$ cat config.mk
export PLATFORM = sky130hd
export DESIGN_NAME = quintic_trajectory_point_evaluator_core
export DESIGN_NICKNAME = d
export VERILOG_FILES = /design/src/rtl/qtpe_pkg.sv /design/src/rtl/qtpe_unit.sv /design/src/rtl/quintic_trajectory_point_evaluator_core.sv
export SDC_FILE = /design/constraint.sdc
export NUM_CORES = 2
export LEC_CHECK = 0
export BUFFER_PORTS_ARGS = -buffer_cell sky130_fd_sc_hd__buf_4
export CAP_MARGIN = 20
export CORE_MARGIN = 2
export CORE_UTILIZATION = 25
export DETAILED_ROUTE_END_ITERATION = 7
export HOLD_SLACK_MARGIN = 0.15
export PLACE_DENSITY = 0.38
export SETUP_SLACK_MARGIN = 0.05
export SYNTH_ARGS = -nofsm -noshare
export SYNTH_HDL_FRONTEND = slang
export SYNTH_SLANG_ARGS = --single-unit
$ cat constraint.sdc
create_clock -name clk_i -period 17.01 [get_ports clk_i]
set_input_delay 0.8505 -clock clk_i [delete_from_list [all_inputs] [get_ports clk_i]]
set_output_delay 0.8505 -clock clk_i [all_outputs]
set_load 0.03 [all_outputs]
$ cat src/rtl/qtpe_pkg.sv
// ----------------------------------------------------------------------------
// qtpe_pkg
// shared types, constants and the step table of the quintic point evaluator
// ----------------------------------------------------------------------------
package qtpe_pkg;

  localparam int unsigned OUT_W    = 40;  // result width, signed
  localparam int unsigned COEF_W   = 32;  // coefficient width, signed
  localparam int unsigned TIME_W   = 24;  // sample time width, unsigned
  localparam int unsigned AMP_W    = 24;  // amplitude port width, signed
  localparam int unsigned AMPI_W   = 25;  // amplitude held one bit wider (reset 1.0)
  localparam int unsigned OPND_W   = 25;  // unsigned multiplier operand
  localparam int unsigned MAG_W    = 40;  // magnitude of a 40 bit signed value
  localparam int unsigned HALF_W   = 20;  // magnitude split into two halves
  localparam int unsigned PROD_W   = HALF_W + OPND_W;
  localparam int unsigned FULL_W   = 64;  // full rounded product
  localparam int unsigned DIV_W    = 3;   // horner divisor 1..5
  localparam int unsigned CFG_IDX_W = 3;
  localparam int unsigned NUM_COEF = 6;
  localparam int unsigned STEP_W   = 5;
  localparam int unsigned NUM_STEPS = 18;

  typedef enum logic [CFG_IDX_W-1:0] {
    REG_CRACKLE_COEF  = 3'd0,
    REG_SNAP_COEF     = 3'd1,
    REG_JERK_COEF     = 3'd2,
    REG_ACCEL_COEF    = 3'd3,
    REG_VELOCITY_COEF = 3'd4,
    REG_POSITION_COEF = 3'd5,
    REG_AMPLITUDE     = 3'd6
  } qtpe_reg_e;

  // where a finished unit operation goes
  typedef enum logic [2:0] {
    DST_NONE,
    DST_POS,
    DST_VEL,
    DST_ACC,
    DST_JRK,
    DST_SUM
  } qtpe_dest_e;

  typedef enum logic [2:0] {
    ST_IDLE,
    ST_ISSUE,
    ST_WAIT,
    ST_DRAIN
  } qtpe_state_e;

  typedef enum logic [2:0] {
    U_IDLE,
    U_MUL0,
    U_MUL1,
    U_DIV,
    U_FIN
  } qtpe_unit_state_e;

  // one operation for the shared unit:
  // sat40(sign * round(|acc| * opnd / (div * 2^F)) + addend)
  typedef struct packed {
    logic signed [OUT_W-1:0]  acc;
    logic [OPND_W-1:0]        opnd;
    logic                     flip;
    logic [DIV_W-1:0]         div;
    logic signed [COEF_W-1:0] addend;
  } qtpe_op_t;

  typedef struct packed {
    logic       first;  // horner chain starts from crackle coefficient
    logic       scale;  // amplitude scaling instead of a horner step
    logic [2:0] k;      // coefficient added after the step
    logic [DIV_W-1:0] d;
    qtpe_dest_e dest;
  } qtpe_step_t;

  // position (n=5), velocity (4), acceleration (3), jerk (2), then four scalings
  function automatic qtpe_step_t step_info(input logic [STEP_W-1:0] s);
    qtpe_step_t r;
    r = '{first: 1'b0, scale: 1'b0, k: 3'd1, d: 3'd1, dest: DST_NONE};
    case (s)
      5'd0:  r = '{first: 1'b1, scale: 1'b0, k: 3'd1, d: 3'd5, dest: DST_NONE};
      5'd1:  r = '{first: 1'b0, scale: 1'b0, k: 3'd2, d: 3'd4, dest: DST_NONE};
      5'd2:  r = '{first: 1'b0, scale: 1'b0, k: 3'd3, d: 3'd3, dest: DST_NONE};
      5'd3:  r = '{first: 1'b0, scale: 1'b0, k: 3'd4, d: 3'd2, dest: DST_NONE};
      5'd4:  r = '{first: 1'b0, scale: 1'b0, k: 3'd5, d: 3'd1, dest: DST_POS};
      5'd5:  r = '{first: 1'b1, scale: 1'b0, k: 3'd1, d: 3'd4, dest: DST_NONE};
      5'd6:  r = '{first: 1'b0, scale: 1'b0, k: 3'd2, d: 3'd3, dest: DST_NONE};
      5'd7:  r = '{first: 1'b0, scale: 1'b0, k: 3'd3, d: 3'd2, dest: DST_NONE};
      5'd8:  r = '{first: 1'b0, scale: 1'b0, k: 3'd4, d: 3'd1, dest: DST_VEL};
      5'd9:  r = '{first: 1'b1, scale: 1'b0, k: 3'd1, d: 3'd3, dest: DST_NONE};
      5'd10: r = '{first: 1'b0, scale: 1'b0, k: 3'd2, d: 3'd2, dest: DST_NONE};
      5'd11: r = '{first: 1'b0, scale: 1'b0, k: 3'd3, d: 3'd1, dest: DST_ACC};
      5'd12: r = '{first: 1'b1, scale: 1'b0, k: 3'd1, d: 3'd2, dest: DST_NONE};
      5'd13: r = '{first: 1'b0, scale: 1'b0, k: 3'd2, d: 3'd1, dest: DST_JRK};
      5'd14: r = '{first: 1'b0, scale: 1'b1, k: 3'd0, d: 3'd1, dest: DST_VEL};
      5'd15: r = '{first: 1'b0, scale: 1'b1, k: 3'd0, d: 3'd1, dest: DST_ACC};
      5'd16: r = '{first: 1'b0, scale: 1'b1, k: 3'd0, d: 3'd1, dest: DST_JRK};
      5'd17: r = '{first: 1'b0, scale: 1'b1, k: 3'd0, d: 3'd1, dest: DST_SUM};
      default: r = '{first: 1'b0, scale: 1'b0, k: 3'd1, d: 3'd1, dest: DST_NONE};
    endcase
    return r;
  endfunction

endpackage

$ cat src/rtl/qtpe_unit.sv
// ----------------------------------------------------------------------------
// qtpe_unit
// shared multiply, round, divide-by-small-constant, add and saturate unit
// ----------------------------------------------------------------------------
module qtpe_unit import qtpe_pkg::*; #(
  parameter int unsigned FRAC_BITS = 16
) (
  input  logic                    clk_i,
  input  logic                    rst_ni,
  input  logic                    start_i,
  input  qtpe_op_t                op_i,
  output logic                    done_o,
  output logic signed [OUT_W-1:0] res_o
);

  localparam int unsigned QW = FULL_W - FRAC_BITS;   // quotient bits before divide
  localparam int unsigned ND = (QW + 7) / 8;         // radix-256 digits
  localparam int unsigned DW = ND * 8;
  localparam int unsigned SW = DW + 2;
  localparam int unsigned CW = $clog2(ND);

  qtpe_unit_state_e st_q, st_d;
  logic done_q;

  logic                     neg_q;
  logic [MAG_W-1:0]         mag_q;
  logic [OPND_W-1:0]        opnd_q;
  logic [DIV_W-1:0]         d_q;
  logic signed [COEF_W-1:0] add_q;
  logic [PROD_W-1:0]        prod_q;
  logic [DW-1:0]            quo_q;
  logic [DIV_W-1:0]         rem_q;
  logic [CW-1:0]            dig_q;
  logic signed [OUT_W-1:0]  res_q;

  logic [HALF_W-1:0] half;
  logic [PROD_W-1:0] prod;
  logic [FULL_W-1:0] full;
  logic [7:0]        qd;
  logic [3:0]        r;
  logic [7:0]        top;
  logic [SW-1:0]     q_ext, sq, sum;
  logic              fits;
  logic [OUT_W-1:0]  sat;
  logic [OUT_W-1:0]  op_mag;

  assign op_mag = op_i.acc[OUT_W-1] ? OUT_W'(-op_i.acc) : OUT_W'(op_i.acc);

  // one multiplier: low half of the magnitude first, then the high half
  assign half = (st_q == U_MUL0) ? mag_q[HALF_W-1:0] : mag_q[MAG_W-1:HALF_W];
  assign prod = half * opnd_q;
  assign full = FULL_W'({prod, {HALF_W{1'b0}}}) + FULL_W'(prod_q)
              + (FULL_W'(d_q) << (FRAC_BITS - 1));

  // one quotient digit: eight compare-subtract steps on a tiny remainder
  assign top = quo_q[DW-1 -: 8];
  always_comb begin
    r  = {1'b0, rem_q};
    qd = '0;
    for (int i = 7; i >= 0; i--) begin
      r = {r[2:0], top[i]};
      if (r >= {1'b0, d_q}) begin
        r     = r - {1'b0, d_q};
        qd[i] = 1'b1;
      end
    end
  end

  assign q_ext = {2'b00, quo_q};
  assign sq    = neg_q ? (~q_ext + SW'(1)) : q_ext;
  assign sum   = sq + {{(SW-COEF_W){add_q[COEF_W-1]}}, add_q};
  assign fits  = (sum[SW-1:OUT_W-1] == '0) || (sum[SW-1:OUT_W-1] == '1);
  assign sat   = fits ? sum[OUT_W-1:0]
               : (sum[SW-1] ? {1'b1, {(OUT_W-1){1'b0}}} : {1'b0, {(OUT_W-1){1'b1}}});

  always_comb begin
    st_d = st_q;
    case (st_q)
      U_IDLE:  if (start_i) st_d = U_MUL0;
      U_MUL0:  st_d = U_MUL1;
      U_MUL1:  st_d = (d_q == DIV_W'(1)) ? U_FIN : U_DIV;
      U_DIV:   if (dig_q == CW'(ND - 1)) st_d = U_FIN;
      U_FIN:   st_d = U_IDLE;
      default: st_d = U_IDLE;
    endcase
  end

  always_ff @(posedge clk_i or negedge rst_ni) begin
    if (!rst_ni) begin
      st_q   <= U_IDLE;
      done_q <= 1'b0;
    end else begin
      st_q   <= st_d;
      done_q <= (st_q == U_FIN);
    end
  end

  always_ff @(posedge clk_i) begin
    case (st_q)
      U_IDLE: begin
        if (start_i) begin
          neg_q  <= op_i.acc[OUT_W-1] ^ op_i.flip;
          mag_q  <= op_mag;
          opnd_q <= op_i.opnd;
          d_q    <= op_i.div;
          add_q  <= op_i.addend;
        end
      end
      U_MUL0: prod_q <= prod;
      U_MUL1: begin
        quo_q <= DW'(full >> FRAC_BITS);
        rem_q <= '0;
        dig_q <= '0;
      end
      U_DIV: begin
        quo_q <= {quo_q[DW-9:0], qd};
        rem_q <= r[DIV_W-1:0];
        dig_q <= dig_q + CW'(1);
      end
      U_FIN: res_q <= sat;
      default: ;
    endcase
  end

  assign done_o = done_q;
  assign res_o  = res_q;

endmodule

$ cat src/rtl/quintic_trajectory_point_evaluator_core.sv
// ----------------------------------------------------------------------------
// quintic_trajectory_point_evaluator_core
// quintic trajectory position, scaled derivatives and scaled |jerk| sum at one sample time
// ----------------------------------------------------------------------------
// a new item is taken only once the previous result has moved to the result register,
//   as the single shared multiply/divide unit runs 18 operations per item in turn
// reset: coefficients clear to 0, amplitude to 1.0, jerk sum to 0, no result
module quintic_trajectory_point_evaluator_core import qtpe_pkg::*; #(
  parameter int unsigned FRAC_BITS = 16
) (
  input  logic                    clk_i,
  input  logic                    rst_ni,
  // input items
  input  logic                    in_valid_i,
  output logic                    in_ready_o,
  input  logic [TIME_W-1:0]       sample_time_i,
  input  logic                    restart_i,
  // result items
  output logic                    out_valid_o,
  input  logic                    out_ready_i,
  output logic signed [OUT_W-1:0] position_o,
  output logic signed [OUT_W-1:0] velocity_o,
  output logic signed [OUT_W-1:0] acceleration_o,
  output logic signed [OUT_W-1:0] jerk_o,
  output logic signed [OUT_W-1:0] jerk_abs_sum_o,
  // configuration writes
  input  logic                    cfg_valid_i,
  output logic                    cfg_ready_o,
  input  logic [CFG_IDX_W-1:0]    cfg_index_i,
  input  logic [COEF_W-1:0]       cfg_data_i
);

  localparam logic [OUT_W-1:0] OUT_MAX = {1'b0, {(OUT_W-1){1'b1}}};
  localparam logic [OUT_W-1:0] OUT_MIN = {1'b1, {(OUT_W-1){1'b0}}};

  qtpe_state_e st_q, st_d;
  logic [STEP_W-1:0] step_q;
  logic              out_valid_q;

  // configuration registers
  logic signed [COEF_W-1:0] coef_q [NUM_COEF];
  logic signed [AMPI_W-1:0] amp_q;
  // running sum of |jerk|, always 0 .. OUT_MAX
  logic [OUT_W-1:0]         sum_q;

  // item in flight
  logic [TIME_W-1:0]       t_q;
  logic                    restart_q;
  logic signed [OUT_W-1:0] work_q;   // horner accumulator
  logic signed [OUT_W-1:0] pos_q, vel_q, acc_q, jrk_q, osum_q;

  // result register
  logic signed [OUT_W-1:0] out_pos_q, out_vel_q, out_acc_q, out_jrk_q, out_sum_q;

  qtpe_step_t              info;
  qtpe_op_t                op;
  logic                    start, done;
  logic signed [OUT_W-1:0] res;
  logic [OUT_W-1:0]        abs_j, base;
  logic [OUT_W:0]          sum_ext;
  logic [OUT_W-1:0]        sum_next;
  logic                    in_acc, out_free;
  logic [AMPI_W-1:0]       amp_mag;

  assign in_acc   = in_valid_i && in_ready_o;
  assign out_free = !out_valid_q || out_ready_i;
  assign info     = step_info(step_q);
  assign amp_mag  = amp_q[AMPI_W-1] ? AMPI_W'(-amp_q) : AMPI_W'(amp_q);

  // operand select for the shared unit
  always_comb begin
    op.acc    = info.first ? {{(OUT_W-COEF_W){coef_q[0][COEF_W-1]}}, coef_q[0]} : work_q;
    op.opnd   = OPND_W'(t_q);
    op.flip   = 1'b0;
    op.div    = info.d;
    op.addend = coef_q[info.k];
    if (info.scale) begin
      case (info.dest)
        DST_VEL: op.acc = vel_q;
        DST_ACC: op.acc = acc_q;
        DST_JRK: op.acc = jrk_q;
        DST_SUM: op.acc = sum_q;
        default: op.acc = work_q;
      endcase
      op.opnd   = OPND_W'(amp_mag);
      op.flip   = amp_q[AMPI_W-1];
      op.div    = DIV_W'(1);
      op.addend = '0;
    end
  end

  qtpe_unit #(
    .FRAC_BITS(FRAC_BITS)
  ) u_unit (
    .clk_i  (clk_i),
    .rst_ni (rst_ni),
    .start_i(start),
    .op_i   (op),
    .done_o (done),
    .res_o  (res)
  );

  // |jerk| with the most negative value counted as the largest positive
  assign abs_j    = !res[OUT_W-1] ? res : ((res == OUT_MIN) ? OUT_MAX : OUT_W'(-res));
  assign base     = restart_q ? '0 : sum_q;
  assign sum_ext  = {1'b0, base} + {1'b0, abs_j};
  assign sum_next = (sum_ext[OUT_W] || sum_ext[OUT_W-1]) ? OUT_MAX : sum_ext[OUT_W-1:0];

  // sequencer: issue one operation, wait for it, advance
  always_comb begin
    st_d  = st_q;
    start = 1'b0;
    case (st_q)
      ST_IDLE:  if (in_acc) st_d = ST_ISSUE;
      ST_ISSUE: begin
        start = 1'b1;
        st_d  = ST_WAIT;
      end
      ST_WAIT: begin
        if (done) st_d = (step_q == STEP_W'(NUM_STEPS - 1)) ? ST_DRAIN : ST_ISSUE;
      end
      ST_DRAIN: if (out_free) st_d = ST_IDLE;
      default:  st_d = ST_IDLE;
    endcase
  end

  always_ff @(posedge clk_i or negedge rst_ni) begin
    if (!rst_ni) begin
      st_q        <= ST_IDLE;
      step_q      <= '0;
      out_valid_q <= 1'b0;
    end else begin
      st_q <= st_d;
      if (in_acc) begin
        step_q <= '0;
      end else if (st_q == ST_WAIT && done) begin
        step_q <= step_q + STEP_W'(1);
      end
      if (st_q == ST_DRAIN && out_free) begin
        out_valid_q <= 1'b1;
      end else if (out_ready_i) begin
        out_valid_q <= 1'b0;
      end
    end
  end

  // configuration and jerk sum state
  always_ff @(posedge clk_i or negedge rst_ni) begin
    if (!rst_ni) begin
      for (int i = 0; i < NUM_COEF; i++) coef_q[i] <= '0;
      amp_q <= AMPI_W'(1) << FRAC_BITS;
      sum_q <= '0;
    end else begin
      if (cfg_valid_i && cfg_ready_o) begin
        case (cfg_index_i)
          REG_CRACKLE_COEF:  coef_q[0] <= cfg_data_i;
          REG_SNAP_COEF:     coef_q[1] <= cfg_data_i;
          REG_JERK_COEF:     coef_q[2] <= cfg_data_i;
          REG_ACCEL_COEF:    coef_q[3] <= cfg_data_i;
          REG_VELOCITY_COEF: coef_q[4] <= cfg_data_i;
          REG_POSITION_COEF: coef_q[5] <= cfg_data_i;
          REG_AMPLITUDE:     amp_q <= {cfg_data_i[AMP_W-1], cfg_data_i[AMP_W-1:0]};
          default: ;
        endcase
      end
      // jerk is known once the jerk chain finishes, before its sum is scaled
      if (st_q == ST_WAIT && done && !info.scale && info.dest == DST_JRK) begin
        sum_q <= sum_next;
      end
    end
  end

  // item payload and unit results
  always_ff @(posedge clk_i) begin
    if (in_acc) begin
      t_q       <= sample_time_i;
      restart_q <= restart_i;
    end
    if (st_q == ST_WAIT && done) begin
      work_q <= res;
      case (info.dest)
        DST_POS: pos_q  <= res;
        DST_VEL: vel_q  <= res;
        DST_ACC: acc_q  <= res;
        DST_JRK: jrk_q  <= res;
        DST_SUM: osum_q <= res;
        default: ;
      endcase
    end
    if (st_q == ST_DRAIN && out_free) begin
      out_pos_q <= pos_q;
      out_vel_q <= vel_q;
      out_acc_q <= acc_q;
      out_jrk_q <= jrk_q;
      out_sum_q <= osum_q;
    end
  end

  assign in_ready_o     = (st_q == ST_IDLE);
  assign cfg_ready_o    = 1'b1;
  assign out_valid_o    = out_valid_q;
  assign position_o     = out_pos_q;
  assign velocity_o     = out_vel_q;
  assign acceleration_o = out_acc_q;
  assign jerk_o         = out_jrk_q;
  assign jerk_abs_sum_o = out_sum_q;

endmodule

=== Yosys cells after proc, flatten, opt, wreduce, memory -nomap -nowiden ===
Memory sizes are Yosys's and may differ from the RTL's.
Index checks and enable logic that the tools add are counted.

* Register bits: 974
* Memory bits (read-only): 352
* Input port bits: 65
* Output and inout port bits: 203
* Logic and storage cells: 180
* Memories kept: 1

* Add/subtract/negate cells: 18
* Multiply operators: 1
* Magnitude comparators: 9
* Equal/unequal tests: 28
* Muxes and demuxes: 49
* Bitwise logic cells: 3
* Reduce and logical (&&, ||, !) cells: 33

{| class="wikitable"
|+ Memory list
! memory !! depth !! bits a word !! rd ports !! clocked after memory_dff !! wr ports !! RTL line !! text
|-
| (name not given) || 32 || 11 || 1 || 0 || 0 || qtpe_pkg.sv:80 || <nowiki>case (s)</nowiki>
|}

{| class="wikitable"
|+ Operators by type and width
! cell !! count
|-
| 40-bit two-way mux || 7
|-
| 40-bit one-hot mux with 4 select lines || 1
|-
| 101-bit two-way mux || 1
|-
| 32-bit binary-select mux with 3-bit select || 1
|-
| 48-bit one-hot mux with 2 select lines || 1
|-
| 40-bit negator || 2
|-
| 64-bit by 18-bit adder with 64-bit output || 1
|-
| 64-bit by 45-bit adder with 64-bit output || 1
|-
| 32-bit two-way mux || 2
|-
| 50-bit by 1-bit adder with 50-bit output (second input constant) || 1
|-
| 50-bit adder || 1
|-
| 50-bit two-way mux || 1
|-
| 48-bit inverter with 50-bit output || 1
|-
| 20-bit by 25-bit multiplier with 45-bit output || 1
|-
| 3-bit two-way mux || 14
|-
| 40-bit by 40-bit adder with 41-bit output || 1
|-
| 40-bit equality test (second input constant) || 1
|-
| 39-bit two-way mux || 1
|-
| 4-bit by 3-bit >= comparator with 1-bit output || 8
|-
| 2-bit AND reduction || 15
|-
| 25-bit two-way mux || 1
|-
| 24-bit negator with 25-bit output || 1
|-
| 3-bit by 2-bit equality test with 1-bit output (second input constant) || 8
|-
| 3-bit one-hot mux with 4 select lines || 2
|-
| 24 further kinds || 67
|}

=== Depth between registers and ports, before layout ===
* Depth after elaboration: 17
* Gate-level depth with buffers: 60

=== Hierarchy ===
A second synthesis with hierarchy kept.

* Cell total of the unflattened synthesis: 5822
* Area total of the unflattened synthesis: 63744.9 um^2

{| class="wikitable"
|+ Modules (own cells, without submodules)
! module !! times used !! cells an instance !! area an instance (um^2) !! sequential area each (um^2)
|-
| qtpe_unit || 1 || 3448 || 32179.6 || 6856.6
|-
| quintic_trajectory_point_evaluator_core || 1 || 2374 || 31565.3 || 20571.0
|}

=== Worst setup path after synthesis ===
Ideal clock, no wire load.

* Path kind: register -> register
* Start: register u_unit.d_q[1]
* End: register u_unit.rem_q[1], data pin
* Setup time: 0.266 ns
* Arrival time: 10.683 ns
* Required time: 16.744 ns
* Path slack: 6.062 ns
* Cell stages (with the launch flop): 55
* Path buffers: 1
* Clock period less this slack: 10.948 ns
* Cells stage by stage: edfxtp_1 -> inv_1 -> fa_1 -> a211oi_2 -> nand2_1 -> o21ai_0 -> inv_1 -> ha_1 -> and3_1 -> nor3_1 -> o21ai_1 -> o21a_1 -> inv_1 -> fa_1 -> a21bo_2 -> a21oi_1 -> o211ai_1 -> nor2_1 -> (+19 left out) -> a21oi_1 -> o211ai_1 -> mux2i_1 -> nor2_1 -> a21oi_1 -> inv_1 -> ha_1 -> nand2_1 -> nand2_1 -> a21o_1 -> a211o_1 -> mux2i_1 -> fa_1 -> a21o_1 -> a211oi_1 -> mux2_2 -> mux2i_1 -> nor2_1

* Cells in the longest elaborated chain, start to end: 17
* Elaborated cells on any way between the ends: 25

{| class="wikitable"
|+ Ends and longest elaborated chain
! item !! RTL line !! text
|-
| start, declared || qtpe_unit.sv:28 || <nowiki>logic [DIV_W-1:0] d_q;</nowiki>
|-
| start signal, assigned || qtpe_unit.sv:105 || <nowiki>d_q <= op_i.div;</nowiki>
|-
| 4-bit by 3-bit >= comparator with 1-bit output or 3-bit subtractor (tied branches) || qtpe_unit.sv:62, qtpe_unit.sv:63 ||
|-
| 3-bit two-way mux || qtpe_unit.sv:62 || <nowiki>if (r >= {1'b0, d_q}) begin</nowiki>
|-
| 4-bit by 3-bit >= comparator with 1-bit output or 3-bit subtractor (tied branches) || qtpe_unit.sv:62, qtpe_unit.sv:63 ||
|-
| 3-bit two-way mux || qtpe_unit.sv:62 ||
|-
| 4-bit by 3-bit >= comparator with 1-bit output or 3-bit subtractor (tied branches) || qtpe_unit.sv:62, qtpe_unit.sv:63 ||
|-
| 3-bit two-way mux || qtpe_unit.sv:62 ||
|-
| 4-bit by 3-bit >= comparator with 1-bit output or 3-bit subtractor (tied branches) || qtpe_unit.sv:62, qtpe_unit.sv:63 ||
|-
| 3-bit two-way mux || qtpe_unit.sv:62 ||
|-
| 4-bit by 3-bit >= comparator with 1-bit output or 3-bit subtractor (tied branches) || qtpe_unit.sv:62, qtpe_unit.sv:63 ||
|-
| 3-bit two-way mux || qtpe_unit.sv:62 ||
|-
| 4-bit by 3-bit >= comparator with 1-bit output or 3-bit subtractor (tied branches) || qtpe_unit.sv:62, qtpe_unit.sv:63 ||
|-
| 3-bit two-way mux || qtpe_unit.sv:62 ||
|-
| 4-bit by 3-bit >= comparator with 1-bit output or 3-bit subtractor (tied branches) || qtpe_unit.sv:62, qtpe_unit.sv:63 ||
|-
| 3-bit two-way mux || qtpe_unit.sv:62 ||
|-
| 4-bit by 3-bit >= comparator with 1-bit output or 3-bit subtractor (tied branches) || qtpe_unit.sv:62, qtpe_unit.sv:63 ||
|-
| 3-bit two-way mux (*) || qtpe_unit.sv:62 ||
|-
| 3-bit one-hot mux with 2 select lines (*) || qtpe_unit.sv:99 || <nowiki>case (st_q)</nowiki>
|-
| end signal, assigned || qtpe_unit.sv:117 || <nowiki>rem_q <= r[DIV_W-1:0];</nowiki>
|-
| end, declared || qtpe_unit.sv:32 || <nowiki>logic [DIV_W-1:0] rem_q;</nowiki>
|}

Mark *: on every way between the ends. The rest lies on a longest branch, timed or not.
A chain may end at the register's enable or synchronous reset.

=== Worst setup path after layout ===
Same ends and word-level chain as after synthesis.

==> qor.yml <==
die:
  die_area_sq_um: 259000
  fp-row-count: 185
  core_region_area_sq_um: 253000
  die_h_um: 508
  start_util_pct: 25.1
  die-width_um: 508
  boundaryPins: 268
global_route:
  grt_pass1_vias: 46000
  antenna_found_initial: 25
  grt_max_degree: 147
  grt_pass1_wl_um: 331000
  track_usage_pct: 17.3
  grt-ovfl-total: 0
yosys:
  synth_edf_count: 690
  synthSimpleGateAreaFrac_pct: 13.1
  synth_compound_area_share_pct: 10.0
  avgSynthCellArea_sq_um: 10.8
  syn_nets: 6672
  yosysUniqueCellTypes: 92
  yosys_warnings: 0
  seq_area_frac_synth_pct: 43.1
  synth_ff_type: "edfxtp_1"
  synthCells: 5878
  synth_adder_area_share_pct: 19.3
  netlist_area_sq_um: 63600
  synth.area.mux_share_pct: 5.42
  ys_ff_latch: 958
  synth_top_family_by_area: "adder cells"
  ys_async_sr_fraction_pct: 28.0
  synthXorXnorAreaFrac_pct: 4.38
timing:
  rsz0062_at_grt: "false"
  period_share_pct: 76.3
  hold_viol: 0
  fmaxAchievable_ghz: 0.0771
  period_needed_ns: 12.98
  fin_tns_setup_ns: 0
  clock_skew_ns: 0.0837
  setup_viol: 0
  finalMaxSlewViolations: 0
  relSlewSlack_pct: 16.3
  tightest_slew_ns: 1.24
drt:
  drc: 0
  drtIter0Drc: 3499
  via_per_inst: 4.72
  post_drt_wl_per_cell_um: 23.7
  ant_nets: 0
  drt_wl_total_um: 226000
  first_pass_iters: 6
  num_vias: 45100
critical_path:
  critPathMaxFanout: 12
  worstSetupStartpointType: "register"
  critPathKind: "register to register"
  required_ns: 17.50
  cp.arrival_ns: 13.47
  critPathSlowestCell: "edfxtp_1"
  slowest_delay_ns: 0.78
  end_kind: "register"
placed_design:
  port_buffers: 266
  gp_congestion: 0.849
  dp.cells: 9311
  place_hpwl_um: 169000
outcome:
  status: "completed"
final_layout:
  syn2layout_area_growth_pct: 15.7
  final_cell_mix: "nand2_1, edfxtp_1, inv_1, fa_1, buf_4"
  nNetsFinal: 6858
  final_common_cell: "nand2_1"
  final_cells: 9537
  drive_above_1_share_pct: 14.3
  post-route-util_pct: 29.0
clocking:
  clock_sinks: 958
  clockBufferDepth: 3
  cts_tree: "yes"
  clk_latency_ns: 0.81
  clk_root_buffer_cell: "clkbuf_16"
  cts.clk_slew.worst_paths_ns: 0.06
  post_cts_resized: 0
  cts_buffers: 115
  cts_htree_levels: 3
hold_path:
  min_path_type: "input port to register"
run:
  max_cap_violations: 0
[per-stage QoR]
stage	setup WS [ns]	hold slack [ns]	instance area, sq um
finish	4.03	0.249	73600
global route	2.77	0.207	73600
CTS	3.88	0.168	73500
detailed placement	3.95	0.405	69600
global placement	3.89	0.402	69600
floorplan	6.06	0.400	63600
[path summary, 6_finish.rpt]
path	cells after the start	slack, ns	end	startpoint
max in group asynchronous	4	14.01	sum_q[19]	rst_ni
setup reg to reg	52	4.03	u_unit.rem_q[1]	u_unit.d_q[1]
hold reg to reg	0	0.37	jerk_abs_sum_o[16]	osum_q[16]
hold / removal	1	0.25	t_q[10]	sample_time_i[10]
min in group asynchronous	2	0.66	coef_q[2]	rst_ni
setup / recovery	52	4.03	u_unit.rem_q[1]	u_unit.d_q[1]
[worst max-delay path, delay by kind of cell, from the launching register on]
family / cells / cell delay, ns
buffers and inverters: 5 / 0.88
AO/OA/AOI/OAI: 19 / 4.34
adder cells (fa/ha/maj): 8 / 3.00
flip-flops: 1 / 0.78
multiplexers: 5 / 1.50
AND/OR/NAND/NOR: 15 / 2.18
[synth_stat cells, types with 36 or more instances]
master	number	area, sq um
nor2_1	237	890
edfxtp_1	690	20700
clkbuf_1	257	965
fa_1	421	8430
mux2_2	254	2860
ha_1	308	3850
mux2i_1	53	531
o31ai_1	46	345
nand2_1	895	3360
nand4_1	36	225
dfrtp_1	267	6680
xor2_1	152	1330
nor3_1	48	240
inv_1	490	1840
nand3_1	127	636
nand2b_1	54	338
a21o_1	117	878
xnor2_1	166	1450
a21oi_1	264	1320
nor2b_1	178	1110
o21ai_0	228	1140
and2_1	68	425
[kinds of logic (layout without fill, tap and decap cells)]
group / Yosys count / count (layout)
other: 2 / 8
AOI/OAI and AO/OA: 983 / 983
DFF: 958 / 958
adders and majority gates: 729 / 729
buffers and inverters: 781 / 1068
xor gates and xnor gates: 318 / 318
and+or+nand+nor: 1795 / 1795
muxes: 312 / 312
[timing repair]
action	in CTS	in global routing
hold buffers	1	0
endpoints found under the hold margin	64	0
buffers inserted	0	0
[final cells by class]
| cell class | count | area (sq um) |
|---|---|---|
| Clock buffer | 147 | 3030 |
| Timing Repair Buffer | 359 | 2750 |
| Multi-Input combinational cell | 4139 | 33400 |
| Antenna cell | 6 | 15.0 |
| Inverter | 491 | 1840 |
| Clock inverter | 71 | 863 |
| Sequential cell | 958 | 27400 |
| Tap cell | 3366 | 4210 |
| Fill cell | 26400 | 180000 |
[state kept, by name (all words and copies together), names as in the netlist, 24 cells and up]
register / count
velocity_o: 40
u_unit.mag_q: 40
jrk_q: 40
osum_q: 40
position_o: 40
t_q: 24
amp_q: 24
sum_q: 40
acceleration_o: 40
jerk_o: 40
acc_q: 40
vel_q: 40
jerk_abs_sum_o: 40
pos_q: 40
u_unit.add_q: 32
u_unit.res_o: 40
u_unit.quo_q: 48
coef_q: 192
u_unit.opnd_q: 25
u_unit.prod_q: 30
work_q: 40
[layer usage]
layer	part of all wire (%)	GRT usage, %
met5	0.023	0
met4	1.6	3.20
met3	3.7	1.84
met2	46	27.9
met1	48	25.2
Power is not shown: default switching activity piles up to over one toggle a cycle in this logic, so the estimate is an artifact.
